File: src/hdl/wsfd_pkg.sv
package wsfd_pkg;

    localparam int LEN_BITS = 16;

    typedef enum logic [1:0] {
        STATUS_DATA      = 2'd0,
        STATUS_REJECTED  = 2'd1,
        STATUS_EMPTY     = 2'd2,
        STATUS_TOO_LARGE = 2'd3
    } status_t;

    typedef struct packed {
        logic [7:0] payload_byte;
        logic       last_byte;
        logic       binary_frame;
        status_t    frame_status;
    } result_t;

endpackage

File: src/hdl/wsfd_parser.sv
module wsfd_parser (
    input  logic                aclk,
    input  logic                aresetn,
    input  logic                accept,
    input  logic [7:0]          rx_byte,
    output logic                res_valid,
    output wsfd_pkg::result_t   res
);

    localparam logic [6:0] OPC_TEXT       = 7'h01;
    localparam logic [6:0] OPC_BINARY     = 7'h02;
    localparam logic [6:0] LEN_CODE_EXT16 = 7'd126;
    localparam logic [6:0] LEN_CODE_EXT64 = 7'd127;
    localparam logic [3:0] EXT16_BYTES    = 4'd2;
    localparam logic [3:0] EXT64_BYTES    = 4'd8;
    localparam logic [3:0] MASK_BYTES     = 4'd4;

    typedef enum logic [2:0] {
        PH_HDR    = 3'd0,
        PH_LEN    = 3'd1,
        PH_EXT16  = 3'd2,
        PH_EXT64  = 3'd3,
        PH_MASK   = 3'd4,
        PH_DATA   = 3'd5,
        PH_CLOSED = 3'd6
    } phase_t;

    localparam int LB = wsfd_pkg::LEN_BITS;

    phase_t          phase_reg, phase_next;
    logic [3:0]      count_reg, count_next;
    logic [LB-1:0]   length_reg, length_next;
    logic            overflow_reg, overflow_next;
    logic [31:0]     key_reg, key_next;
    logic            masked_reg, masked_next;
    logic [LB-1:0]   index_reg, index_next;
    logic            binary_reg, binary_next;

    logic            after_len;
    logic            hdr_done;
    logic            chk_mask;
    logic            chk_ovf;
    logic [LB-1:0]   chk_len;
    logic [3:0]      count_inc;
    logic [3:0]      ext_limit;
    logic [LB+7:0]   shifted_len;
    logic [LB-1:0]   index_inc;
    logic [7:0]      key_byte;

    assign count_inc   = count_reg + 4'd1;
    assign ext_limit   = (phase_reg == PH_EXT16) ? EXT16_BYTES : EXT64_BYTES;
    assign shifted_len = {length_reg, rx_byte};
    assign index_inc   = index_reg + {{(LB-1){1'b0}}, 1'b1};
    assign key_byte    = masked_reg ? key_reg[{~index_reg[1:0], 3'b000} +: 8] : 8'h00;

    always_comb begin
        phase_next    = phase_reg;
        count_next    = count_reg;
        length_next   = length_reg;
        overflow_next = overflow_reg;
        key_next      = key_reg;
        masked_next   = masked_reg;
        index_next    = index_reg;
        binary_next   = binary_reg;
        res_valid     = 1'b0;
        res           = '{payload_byte: 8'h00, last_byte: 1'b0, binary_frame: binary_reg,
                          frame_status: wsfd_pkg::STATUS_DATA};
        after_len     = 1'b0;
        hdr_done      = 1'b0;
        chk_mask      = masked_reg;
        chk_ovf       = overflow_reg;
        chk_len       = length_reg;
        if (accept) begin
            unique case (phase_reg)
                PH_HDR: begin
                    if (!rx_byte[7] || (rx_byte[6:0] != OPC_TEXT && rx_byte[6:0] != OPC_BINARY))
                    begin
                        phase_next       = PH_CLOSED;
                        res_valid        = 1'b1;
                        res.binary_frame = 1'b0;
                        res.frame_status = wsfd_pkg::STATUS_REJECTED;
                    end else begin
                        binary_next = (rx_byte[6:0] == OPC_BINARY);
                        phase_next  = PH_LEN;
                    end
                end
                PH_LEN: begin
                    masked_next   = rx_byte[7];
                    chk_mask      = rx_byte[7];
                    length_next   = '0;
                    overflow_next = 1'b0;
                    key_next      = '0;
                    count_next    = '0;
                    if (rx_byte[6:0] == LEN_CODE_EXT16) begin
                        phase_next = PH_EXT16;
                    end else if (rx_byte[6:0] == LEN_CODE_EXT64) begin
                        phase_next = PH_EXT64;
                    end else begin
                        length_next = {{(LB-7){1'b0}}, rx_byte[6:0]};
                        chk_len     = length_next;
                        chk_ovf     = 1'b0;
                        after_len   = 1'b1;
                    end
                end
                PH_EXT16, PH_EXT64: begin
                    overflow_next = overflow_reg | (length_reg[LB-1 -: 8] != 8'h00);
                    length_next   = shifted_len[LB-1:0];
                    count_next    = count_inc;
                    chk_ovf       = overflow_next;
                    chk_len       = length_next;
                    after_len     = (count_inc >= ext_limit);
                end
                PH_MASK: begin
                    key_next   = {key_reg[23:0], rx_byte};
                    count_next = count_inc;
                    if (count_inc >= MASK_BYTES) begin
                        count_next = '0;
                        hdr_done   = 1'b1;
                    end
                end
                PH_DATA: begin
                    res_valid        = 1'b1;
                    res.payload_byte = rx_byte ^ key_byte;
                    if (index_inc == length_reg) begin
                        res.last_byte = 1'b1;
                        phase_next    = PH_HDR;
                        index_next    = '0;
                    end else begin
                        index_next = index_inc;
                    end
                end
                default: phase_next = PH_CLOSED;
            endcase
        end
        if (after_len) begin
            count_next = '0;
            if (chk_mask) begin
                phase_next = PH_MASK;
            end else begin
                hdr_done = 1'b1;
            end
        end
        if (hdr_done) begin
            if (chk_ovf) begin
                phase_next       = PH_CLOSED;
                res_valid        = 1'b1;
                res.frame_status = wsfd_pkg::STATUS_TOO_LARGE;
            end else if (chk_len == '0) begin
                phase_next       = PH_CLOSED;
                res_valid        = 1'b1;
                res.frame_status = wsfd_pkg::STATUS_EMPTY;
            end else begin
                index_next = '0;
                phase_next = PH_DATA;
            end
        end
    end

    always_ff @(posedge aclk) begin
        if (!aresetn) begin
            phase_reg    <= PH_HDR;
            count_reg    <= '0;
            length_reg   <= '0;
            overflow_reg <= 1'b0;
            key_reg      <= '0;
            masked_reg   <= 1'b0;
            index_reg    <= '0;
            binary_reg   <= 1'b0;
        end else begin
            phase_reg    <= phase_next;
            count_reg    <= count_next;
            length_reg   <= length_next;
            overflow_reg <= overflow_next;
            key_reg      <= key_next;
            masked_reg   <= masked_next;
            index_reg    <= index_next;
            binary_reg   <= binary_next;
        end
    end

    closed_holds: assert property (@(posedge aclk) disable iff (!aresetn)
        phase_reg == PH_CLOSED |=> phase_reg == PH_CLOSED)
        else $error("closed parser reopened");

    error_closes: assert property (@(posedge aclk) disable iff (!aresetn)
        res_valid && res.frame_status != wsfd_pkg::STATUS_DATA |=> phase_reg == PH_CLOSED)
        else $error("error status without closing");

    last_returns: assert property (@(posedge aclk) disable iff (!aresetn)
        res_valid && res.last_byte |=> phase_reg == PH_HDR && index_reg == '0)
        else $error("last byte did not return to header phase");

    index_in_range: assert property (@(posedge aclk) disable iff (!aresetn)
        phase_reg == PH_DATA |-> index_reg < length_reg)
        else $error("payload index beyond frame length");

endmodule

File: src/hdl/wsfd_out_buf.sv
module wsfd_out_buf (
    input  logic                aclk,
    input  logic                aresetn,
    input  logic                in_valid,
    input  wsfd_pkg::result_t   in_data,
    output logic                in_ready,
    output logic                out_valid,
    output wsfd_pkg::result_t   out_data,
    input  logic                out_ready
);

    logic              out_valid_reg, out_valid_next;
    wsfd_pkg::result_t out_data_reg, out_data_next;
    logic              skid_valid_reg, skid_valid_next;
    wsfd_pkg::result_t skid_data_reg, skid_data_next;
    logic              pop;

    assign pop       = out_valid_reg && out_ready;
    assign in_ready  = !skid_valid_reg;
    assign out_valid = out_valid_reg;
    assign out_data  = out_data_reg;

    always_comb begin
        out_valid_next  = out_valid_reg;
        out_data_next   = out_data_reg;
        skid_valid_next = skid_valid_reg;
        skid_data_next  = skid_data_reg;
        if (!out_valid_reg || pop) begin
            if (skid_valid_reg) begin
                out_valid_next  = 1'b1;
                out_data_next   = skid_data_reg;
                skid_valid_next = in_valid;
                skid_data_next  = in_data;
            end else begin
                out_valid_next = in_valid;
                out_data_next  = in_data;
            end
        end else if (in_valid) begin
            skid_valid_next = 1'b1;
            skid_data_next  = in_data;
        end
    end

    always_ff @(posedge aclk) begin
        if (!aresetn) begin
            out_valid_reg  <= 1'b0;
            skid_valid_reg <= 1'b0;
        end else begin
            out_valid_reg  <= out_valid_next;
            skid_valid_reg <= skid_valid_next;
        end
        out_data_reg  <= out_data_next;
        skid_data_reg <= skid_data_next;
    end

endmodule

File: src/hdl/websocket_frame_deframer.sv
// Receive-side WebSocket frame deframer: takes one stream byte per cycle on
// s_rx_byte while s_ready is high, parses the frame header (FIN and
// text/binary opcode, length byte, 16-bit or 64-bit big-endian extended
// length, optional 4-byte mask key) and returns each payload byte unmasked,
// with m_last_byte on the final one; header bytes produce no transaction.
// The parser is combinational, so the block sustains one byte per clock;
// its only stall is the two-entry output register and skid stage filling
// up when m_ready is held low. A non-final frame, an opcode other than
// text or binary, an empty frame or a length above 65535 returns one error
// transaction and the block then swallows every byte until reset.
module websocket_frame_deframer (
    input  logic       aclk,
    input  logic       aresetn,
    input  logic       s_valid,
    output logic       s_ready,
    input  logic [7:0] s_rx_byte,
    output logic       m_valid,
    input  logic       m_ready,
    output logic [7:0] m_payload_byte,
    output logic       m_last_byte,
    output logic       m_binary_frame,
    output logic [1:0] m_frame_status
);

    logic              accept;
    logic              res_valid;
    wsfd_pkg::result_t res;
    wsfd_pkg::result_t out_data;

    assign accept = s_valid && s_ready;

    wsfd_parser u_parser (
        .aclk      (aclk),
        .aresetn   (aresetn),
        .accept    (accept),
        .rx_byte   (s_rx_byte),
        .res_valid (res_valid),
        .res       (res)
    );

    wsfd_out_buf u_out_buf (
        .aclk      (aclk),
        .aresetn   (aresetn),
        .in_valid  (res_valid),
        .in_data   (res),
        .in_ready  (s_ready),
        .out_valid (m_valid),
        .out_data  (out_data),
        .out_ready (m_ready)
    );

    assign m_payload_byte = out_data.payload_byte;
    assign m_last_byte    = out_data.last_byte;
    assign m_binary_frame = out_data.binary_frame;
    assign m_frame_status = out_data.frame_status;

endmodule
File: config.mk
export PLATFORM = sky130hd
export DESIGN_NAME = websocket_frame_deframer
export DESIGN_NICKNAME = d
export VERILOG_FILES = /design/src/hdl/wsfd_pkg.sv /design/src/hdl/wsfd_parser.sv /design/src/hdl/wsfd_out_buf.sv /design/src/hdl/websocket_frame_deframer.sv
export SDC_FILE = /design/constraint.sdc
export NUM_CORES = 1
export LEC_CHECK = 0
export ABC_AREA = 1
export BUFFER_PORTS_ARGS = -buffer_cell sky130_fd_sc_hd__buf_2
export CAP_MARGIN = 0
export CORE_ASPECT_RATIO = 1.2
export CORE_MARGIN = 2
export CORE_UTILIZATION = 38
export CTS_CLUSTER_DIAMETER = 30
export CTS_CLUSTER_SIZE = 24
export DETAILED_ROUTE_END_ITERATION = 6
export PLACE_DENSITY_LB_ADDON = 0.08
export SLEW_MARGIN = 15
export SYNTH_ARGS = -nofsm -noshare
export SYNTH_HDL_FRONTEND = slang
export SYNTH_SLANG_ARGS = --single-unit
File: constraint.sdc
create_clock -name aclk -period 2.9 [get_ports aclk]
set_clock_uncertainty 0.2 [all_clocks]
set_input_delay 0.145 -clock aclk [delete_from_list [all_inputs] [get_ports aclk]]
set_output_delay 0.145 -clock aclk [all_outputs]
set_load 0.01 [all_outputs]
==> results.json, run 1 <==
{
  "synth.top_cells.by_area": "dfxtp_1 (29%), nand2_1 (16%), edfxtp_1 (14%)",
  "power_leakage_uw": 0.002345,
  "cts_tree": "yes",
  "num-nets-final": 789,
  "met2_wirelength_um": 6820,
  "hpwlAfterDp_um": 10360,
  "clk_pin_slew_ns": 0.07,
  "cts_setup_buffers": 0,
  "fin_ws_ns": 0.2139,
  "globalplace.congestion": 0.9261,
  "ys.flop_type": "dfxtp_1",
  "route.met3.wl_um": 770,
  "synth-edff-count": 24,
  "cts.htree.levels": 3,
  "clockRootBuffer": "clkbuf_16",
  "min_period_ns": 2.686,
  "portBuffers": 25,
  "netlist_instances": 744,
  "crit_chain": "nor2_1 > nor2_1 > inv_2 > nor2_2 > inv_2 > nor2_2 > nand3_1 > nand2_1 > o21ai_2 > a31oi_2 > buf_4",
  "ys_ff_latch": 100,
  "grt_first_pass_wirelength_um": 23170,
  "via_per_inst": 5.233,
  "wl_um": 14410,
  "syn_nets": 760,
  "drive_above_1_share_pct": 11.83,
  "drv_slew": 0,
  "die_width_um": 111.4,
  "avgSynthCellArea_um2": 7.070,
  "clock-sinks": 100,
  "relSlewSlack_pct": 40.12,
  "cp_data_arrival_time_ns": 2.54,
  "largest_reg_flops": 32,
  "synth.top_cell.area_share_pct": 28.92,
  "io_pins": 26,
  "antenna_left": 0,
  "num_vias": 4966,
  "drt_pass1_iterations": 5,
  "num_rows": 47,
  "initialDrtViolationCount": 311,
  "finalSetupTns_ns": 0,
  "setup_viol": 0,
  "maxCapViolCount": 0,
  "power_per_cell_area_nw_per_um2": 514.6,
  "place_ws_ns": 0.2712,
  "period_share_pct": 92.63,
  "ys_warn_count": 0,
  "run_status": "finished clean",
  "layout_commonest_cell": "nand2_1",
  "core-area_um2": 13640,
  "grt_overflow": 0,
  "r2r_setup_slack_ns": 0.21,
  "yosysSeqAreaShare_pct": 42.63,
  "total_power_uw": 3073,
  "die_y_um": 132.9,
  "cts_buffer_depth": 2,
  "worst_slew_pin_slew_ns": 0.8982,
  "hold_class": "in -> reg",
  "worstSkewPairLatency_ns": 0.36,
  "maxUsedRoutingLayer": "met4",
  "cts_buffers": 9,
  "crit_slowest_cell": "dfxtp_1",
  "hold_violations": 0,
  "most-common-layout-cells": "nand2_1 (218), dfxtp_1 (76), a21oi_1 (72)",
  "drt-met1-wl_um": 6629,
  "critical_path_class": "reg -> reg",
  "startpoint_type": "flop",
  "cp_max_fo": 21,
  "ys_types": 41,
  "start_util_pct": 38.55,
  "rsz0062_at_grt": "no",
  "async_flop_share_pct": 0,
  "peakVddDrop_uv": 246.3,
  "grt_pass1_vias": 4563,
  "grt_usage_pct": 19.62,
  "critPathMaxStageDelay_ns": 0.40,
  "drcViolationCount": 0,
  "grt_antenna_before_repair": 0,
  "syn_to_final_growth_pct": 13.53,
  "fmax_mhz": 372.3,
  "antenna_cells_inserted": 0,
  "wl_per_cell_um": 15.18,
  "grt_max_degree": 51,
  "dieArea_um2": 14800,
  "synth_top_area_cell": "dfxtp_1",
  "syn_area_um2": 5260,
  "endpoint_kind": "flop",
  "cp.required_ns": 2.75
}
-- worst paths after layout --
kind                                                   startpoint                                   end  cells past startpoint
worst max-delay path             u_parser.phase_reg[0]$_SDFF_PN0_  u_out_buf.skid_data_reg[5]$_DFFE_PP_                     11
worst min-delay path                                      s_valid     u_parser.index_reg[15]$_SDFF_PN0_                      5
worst max register to register   u_parser.phase_reg[0]$_SDFF_PN0_  u_out_buf.skid_data_reg[5]$_DFFE_PP_                     11
worst min register to register  u_parser.key_reg[28]$_SDFFE_PN0P_     u_parser.key_reg[28]$_SDFFE_PN0P_                      2
-- power by group --
| part | total, uW | internal (uW) | switching, uW |
|---|---|---|---|
| logic | 319 | 99.5 | 219 |
| clock network | 1250 | 674 | 577 |
| registers | 1500 | 1470 | 28.4 |
-- cell usage after synthesis, types with 5 or more instances --
master    instances
clkbuf_1         21
nand2_1         218
a21o_1            7
inv_2             9
o21ai_0          25
nor3_1            5
a21oi_1          72
nand3_1          47
inv_1            67
nor2_2           13
nor2_1           71
a211oi_1          6
dfxtp_1          76
nand4_1          17
o22ai_1          18
edfxtp_1         24
-- cell type report --
class / count / area, um^2
Inverter: 77 / 289.0
Sequential cell: 100 / 2242
Clock buffer: 9 / 225.2
Fill cell: 1443 / 7671
Multi-Input combinational cell: 540 / 2626
Timing Repair Buffer: 45 / 300.3
Clock inverter: 7 / 75.07
Tap cell: 171 / 214.0
-- metrics by stage --
stage | util [%] | instances | instance area, um^2 | hold slack [ns]
floorplan | - | 744 | 5266 | 0.04263
global placement | 40.80 | 923 | 5567 | 0.2480
detailed placement | 40.84 | 923 | 5572 | 0.2550
CTS | 43.77 | 949 | 5972 | 0.05499
global route | 43.77 | 949 | 5972 | 0.08317
finish | 43.77 | 949 | 5972 | 0.06576
-- timing repair --
item / 4_1_cts / 5_1_grt
endpoints found under the setup margin: 0 / 0
hold buffers: 10 / 0
endpoints found under the hold margin: 16 / 0
resized for setup: 0 / 0
-- routing by layer --
layer	global-route usage, %	vias up
met2	31.91	134
met3	2.978	11
met4	7.270	0
met5	0	-
li1	-	2515
met1	26.49	2306
-- logic make-up (layout without fill, tap and decap cells) --
family	Yosys count	in the layout	share of synthesized area, %
AO/OA/AOI/OAI	141	141	15.11
XOR/XNOR	5	5	1.094
adder cells (fa/ha/maj)	4	4	0.9515
buffers and inverters	104	138	7.826
flip-flops	100	100	42.63
multiplexers	1	1	0.1903
AND/OR/NAND/NOR	389	389	32.21
-- critical path: cells and delay by family, from the launching register on --
kind | cells | cell delay [ns]
simple gates | 6 | 1.03
buf+inv | 3 | 0.49
flops | 1 | 0.40
compound gates | 2 | 0.27
Power figures use the tool's default switching activity.
==> run 2, diff against run 1 <==
Settings changed: CORE_ASPECT_RATIO 1.2 to default.
==> run 2 against run 1 <==
Compared with the run above:
- clock power increased by 11%
- routed wire length is 6.2% higher
- highest routed layer unchanged
- power up 5.5%
- largest cell class unchanged
- register-to-register slack got worse by 0.03 ns
==> results.json, run 2 (synthesis results as in run 1) <==
{
  "run_status": "finished clean",
  "worst_slew_pin_slew_ns": 0.7002,
  "die_width_um": 121.7,
  "drt_pass1_iterations": 5,
  "via_per_inst": 5.218,
  "cp_data_arrival_time_ns": 2.76,
  "wl_um": 15300,
  "cp.required_ns": 2.94,
  "grt_antenna_before_repair": 0,
  "grt_first_pass_wirelength_um": 24120,
  "start_util_pct": 39.25,
  "rsz0062_at_grt": "no",
  "grt_usage_pct": 21.36,
  "num_vias": 5051,
  "crit_start": "u_parser.index_reg[0]$_SDFF_PN0_",
  "initialDrtViolationCount": 456,
  "peakVddDrop_uv": 432.1,
  "largest_reg_flops": 32,
  "period_share_pct": 93.60,
  "endpoint_kind": "flop",
  "critical_path_class": "reg -> reg",
  "crit_chain": "ha_1 > nand2_1 > nor2_4 > nand2_1 > nand2_1 > nor2_1 > nor2_1 > nand2_1 > nor2_1 > nand2_1 > nor2_1 > nand2_4 > nand2_2 > o22ai_1 > inv_1 > nor2_2",
  "die_y_um": 121.7,
  "maxCapViolCount": 0,
  "crit_slowest_cell": "dfxtp_1",
  "reg2regPathDepth": 16,
  "num-nets-final": 803,
  "hpwlAfterDp_um": 11400,
  "grt_overflow": 0,
  "antenna_cells_inserted": 0,
  "core-area_um2": 13400,
  "dieArea_um2": 14800,
  "layout_commonest_cell": "nand2_1",
  "hold_class": "in -> reg",
  "cp_common_cell": "nand2_1",
  "cp_max_fo": 8,
  "num_rows": 42,
  "syn_to_final_growth_pct": 16.63,
  "holdWs_ns": 0.05013,
  "worstSkewPairLatency_ns": 0.35,
  "antenna_left": 0,
  "hold_violations": 0,
  "wl_per_cell_um": 15.80,
  "cts_buffers": 9,
  "power_leakage_uw": 0.002444,
  "startpoint_type": "flop",
  "cts_tree": "yes",
  "fin_ws_ns": 0.1855,
  "critPathMaxStageDelay_ns": 0.50,
  "relSlewSlack_pct": 53.25,
  "drv_slew": 0,
  "grt_pass1_vias": 4555,
  "place_ws_ns": 0.2341,
  "most-common-layout-cells": "nand2_1 (218), dfxtp_1 (76), a21oi_1 (72)",
  "cts_setup_buffers": 0,
  "fmax_mhz": 368.4,
  "cts_buffer_depth": 2,
  "min_path_cells": 4,
  "globalplace.congestion": 0.9162,
  "portBuffers": 25,
  "clk_pin_slew_ns": 0.07,
  "clock-sinks": 100,
  "io_pins": 26,
  "hp-start": "s_rx_byte[0]",
  "min_period_ns": 2.715,
  "power_per_cell_area_nw_per_um2": 528.5,
  "grt_max_degree": 41,
  "clockRootBuffer": "clkbuf_16",
  "setup_viol": 0,
  "r2r_setup_slack_ns": 0.19,
  "cts.htree.levels": 3,
  "finalSetupTns_ns": 0,
  "worstReg2RegStart": "u_parser.index_reg[0]$_SDFF_PN0_",
  "drive_above_1_share_pct": 13.76,
  "drcViolationCount": 0
}
## run 2: final cells by class
cell class | instances | area (um^2)
sequential | 100 | 2242
inverter | 77 | 289.0
clock inverter | 6 | 111.4
timing repair buffer | 59 | 400.4
tap | 176 | 220.2
fill | 1379 | 7266
multi-input combinational | 540 | 2633
clock buffer | 10 | 239.0
## run 2: what timing repair did
| action | CTS | global route |
|---|---|---|
| hold endpoints to repair | 12 | 0 |
| hold buffers | 8 | 0 |
| gates resized for setup | 0 | 2 |
| setup endpoints to repair | 0 | 14 |
## run 2: path summary, 6_finish.rpt
check,end
worst max register to register,u_parser.index_reg[12]$_SDFF_PN0_
worst min-delay path,u_parser.key_reg[0]$_SDFFE_PN0P_
worst max-delay path,u_parser.index_reg[12]$_SDFF_PN0_
worst min register to register,u_parser.key_reg[25]$_SDFFE_PN0P_
## run 2: metal layers
| metal | share of wire [%] | GRT usage [%] |
|---|---|---|
| met5 | 0 | 0 |
| met4 | 2.3 | 7.112 |
| met3 | 4.5 | 4.401 |
| met2 | 45 | 33.43 |
| met1 | 48 | 29.49 |
## run 2: critical path: cells and delay by family (launching register included)
kind	cells	cell delay [ns]
AO/OA/AOI/OAI	1	0.11
adder cells (fa/ha/maj)	1	0.26
buffers and inverters	1	0.08
flip-flops	1	0.50
AND/OR/NAND/NOR	13	1.43
## run 2: where the power goes
part	internal, uW	leakage [uW]	switching (uW)	total (uW)
Clock	866	0.000169	526	1390
Sequential	1480	0.000863	27.3	1500
Combinational	112	0.00141	234	346
## run 2: through the flow
| stage | instance area [um^2] | total power [uW] | instances | util [%] |
|---|---|---|---|---|
| 6_report | 6135 | 3242 | 968 | 45.78 |
| 5_1_grt | 6135 | 3377 | 968 | 45.78 |
| 4_1_cts | 6123 | 3280 | 968 | 45.70 |
| 3_5_place_dp | 5693 | 1870 | 944 | 42.48 |
| 3_3_place_gp | 5693 | 1871 | 944 | 42.48 |
| 2_1_floorplan | 5266 | 1739 | 744 | - |
==> run 3, diff against run 2 <==
Settings changed: CELL_PAD_IN_SITES_DETAIL_PLACEMENT from default to 2, CELL_PAD_IN_SITES_GLOBAL_PLACEMENT from default to 2, CORE_UTILIZATION 38 to 32.
==> run 3 against run 2 <==
Compared with the run above:
- sequential share of layout area about the same
- largest power group unchanged
- non-clock buffer count shrank 5
- worst hold slack better by 0.014 ns
- cell area about the same
- die area is 18% higher
- clock-buffer cell count fell by 1
- combinational power rose by 3%
- final cell count grew 3.6%
==> results.json, run 3 (synthesis results as in run 1) <==
{
  "run_status": "finished clean",
  "rr_endpoint": "u_out_buf.skid_data_reg[6]$_DFFE_PP_",
  "setup_viol": 0,
  "dieArea_um2": 17480,
  "holdWs_ns": 0.06375,
  "relSlewSlack_pct": 47.38,
  "clockRootBuffer": "clkbuf_16",
  "power_leakage_uw": 0.002399,
  "clock-sinks": 100,
  "antenna_left": 0,
  "grt_overflow": 0,
  "cts_tree": "yes",
  "r2r_setup_slack_ns": 0.20,
  "grt_pass1_vias": 5435,
  "power_frac_seq_pct": 48.6,
  "grt_antenna_before_repair": 0,
  "power_per_cell_area_nw_per_um2": 505.9,
  "grt_usage_pct": 21.51,
  "drt_pass1_iterations": 4,
  "swShare_pct": 29.08,
  "critical_path_class": "in -> reg",
  "num_rows": 46,
  "grt_max_degree": 35,
  "hold_violations": 0,
  "drcViolationCount": 0,
  "peakVddDrop_uv": 272.2,
  "most-common-layout-cells": "nand2_1 (218), dfxtp_1 (75), a21oi_1 (72)",
  "period_share_pct": 93.34,
  "endpoint_kind": "flop",
  "cp_max_fo": 10,
  "hp-start": "s_valid",
  "hpwlAfterDp_um": 13480,
  "internal_power_uw": 2200,
  "worstSkewPairLatency_ns": 0.36,
  "clk_pin_slew_ns": 0.08,
  "cp_data_arrival_time_ns": 2.59,
  "syn_to_final_growth_pct": 16.58,
  "startpoint_type": "input pin",
  "fin_util_pct": 38.32,
  "start_util_pct": 32.87,
  "num_vias": 5190,
  "drv_slew": 0,
  "finalSetupTns_ns": 0,
  "dp.cells": 973,
  "wl_um": 18530,
  "initialDrtViolationCount": 249,
  "die_y_um": 132.2,
  "layout_commonest_cell": "nand2_1",
  "cts.htree.levels": 3,
  "cts_buffer_depth": 2,
  "cts_buffers": 9,
  "drive_above_1_share_pct": 13.47,
  "grt_first_pass_wirelength_um": 29750,
  "worst_slew_pin_slew_ns": 0.7884,
  "crit_chain": "dlygate4sd3_1 > buf_2 > inv_1 > nor2_2 > nand3_2 > a21oi_4 > inv_2 > nor2_4 > inv_2 > a31oi_1 > nand2_1 > nand2_1 > o21ai_2 > a31oi_4 > buf_12",
  "io_pins": 26,
  "power_switching_uw": 902.3,
  "die_width_um": 132.2,
  "globalplace.congestion": 0.8354,
  "num-fill-cells": 1943,
  "crit_slowest_cell": "dlygate4sd3_1",
  "maxCapViolCount": 0,
  "portBuffers": 25,
  "worstReg2RegStart": "u_parser.count_reg[2]$_SDFFE_PP0P_",
  "min_path_cells": 5,
  "fmax_mhz": 369.4,
  "largest_reg_flops": 32,
  "antenna_cells_inserted": 0,
  "hold_class": "in -> reg",
  "reg2regPathDepth": 11,
  "num-nets-final": 798,
  "layout.cells.non_filler": 1003,
  "cp.required_ns": 2.78,
  "critPathMaxStageDelay_ns": 0.52,
  "min_to": "u_parser.index_reg[15]$_SDFF_PN0_",
  "via_per_inst": 5.174,
  "clkPwrFrac_pct": 40.0,
  "core-area_um2": 16000,
  "wl_per_cell_um": 18.47,
  "pwr-share-comb_pct": 11.5,
  "min_period_ns": 2.707
}
==> run 3: cell count changes in the layout (fill, tap and decap cells not counted), sizes merged <==
cell	change
bufinv	-3
buf	-6
clkbuf	-1
inv	+3
dlygate4sd3	+1
clkinv	+2
clkinvlp	-1
==> run 3: through the flow <==
step                cell area (um^2)  total power (uW)  setup slack [ns]
global route                    6132              3244          -0.01255
detailed placement              5673              1874            0.1121
finish                          6132              3102            0.1930
CTS                             6067              3135           0.07198
floorplan                       5266              1739            0.2101
global placement                5673              1861            0.2603
==> run 3: layout make-up <==
class | count | area (um^2) | area share, %
repair buffers | 54 | 377.9 | 6.162
multi-input cells | 540 | 2648 | 43.17
clock inverters | 7 | 78.83 | 1.285
well taps | 216 | 270.3 | 4.407
flip-flops and latches | 100 | 2243 | 36.58
clock buffers | 9 | 225.2 | 3.673
inverters | 77 | 289.0 | 4.713
==> run 3: per-layer routing <==
layer	vias up	GRT usage, %	share of wire (%)
li1	2525	-	-
met3	14	2.614	2.8
met1	2588	29.86	49
met5	-	0	0
met4	0	6.691	1.3
met2	63	34.98	47
==> run 3: what timing repair did <==
| item | 4_1_cts | 5_1_grt |
|---|---|---|
| hold buffers | 9 | 0 |
| endpoints found under the hold margin | 15 | 0 |
| setup endpoints to repair | 0 | 24 |
| gates resized for setup | 0 | 6 |
| setup buffers | 0 | 5 |
==> run 3: power by group through the flow <==
stage	registers [uW]	logic (uW)	clock network [uW]
floorplan	1540	203	0
CTS	1510	349	1280
global placement	1540	326	0
detailed placement	1540	335	0
finish	1510	356	1240
global route	1510	395	1340
==> run 3: worst max-delay path by stage <==
stage                                                   from                                    to  slack, ns  cells after the start
after floorplan             u_parser.phase_reg[2]$_SDFF_PN0_  u_out_buf.skid_data_reg[0]$_DFFE_PP_       0.21                     13
after global placement      u_parser.index_reg[0]$_SDFF_PN0_      u_parser.index_reg[2]$_SDFF_PN0_       0.26                     14
after detailed placement    u_parser.index_reg[0]$_SDFF_PN0_      u_parser.index_reg[8]$_SDFF_PN0_       0.11                     14
after CTS                   u_parser.index_reg[0]$_SDFF_PN0_      u_parser.index_reg[8]$_SDFF_PN0_       0.07                     14
after global routing      u_parser.count_reg[2]$_SDFFE_PP0P_  u_out_buf.skid_data_reg[5]$_DFFE_PP_      -0.01                     11
final                                           s_rx_byte[1]  u_out_buf.skid_data_reg[6]$_DFFE_PP_       0.19                     15
==> run 3: worst max-delay path: cells and delay by family <==
kind | cells | cell delay [ns]
AOI/OAI and AO/OA | 4 | 0.69
buffers and inverters | 6 | 1.15
and+or+nand+nor | 5 | 0.62
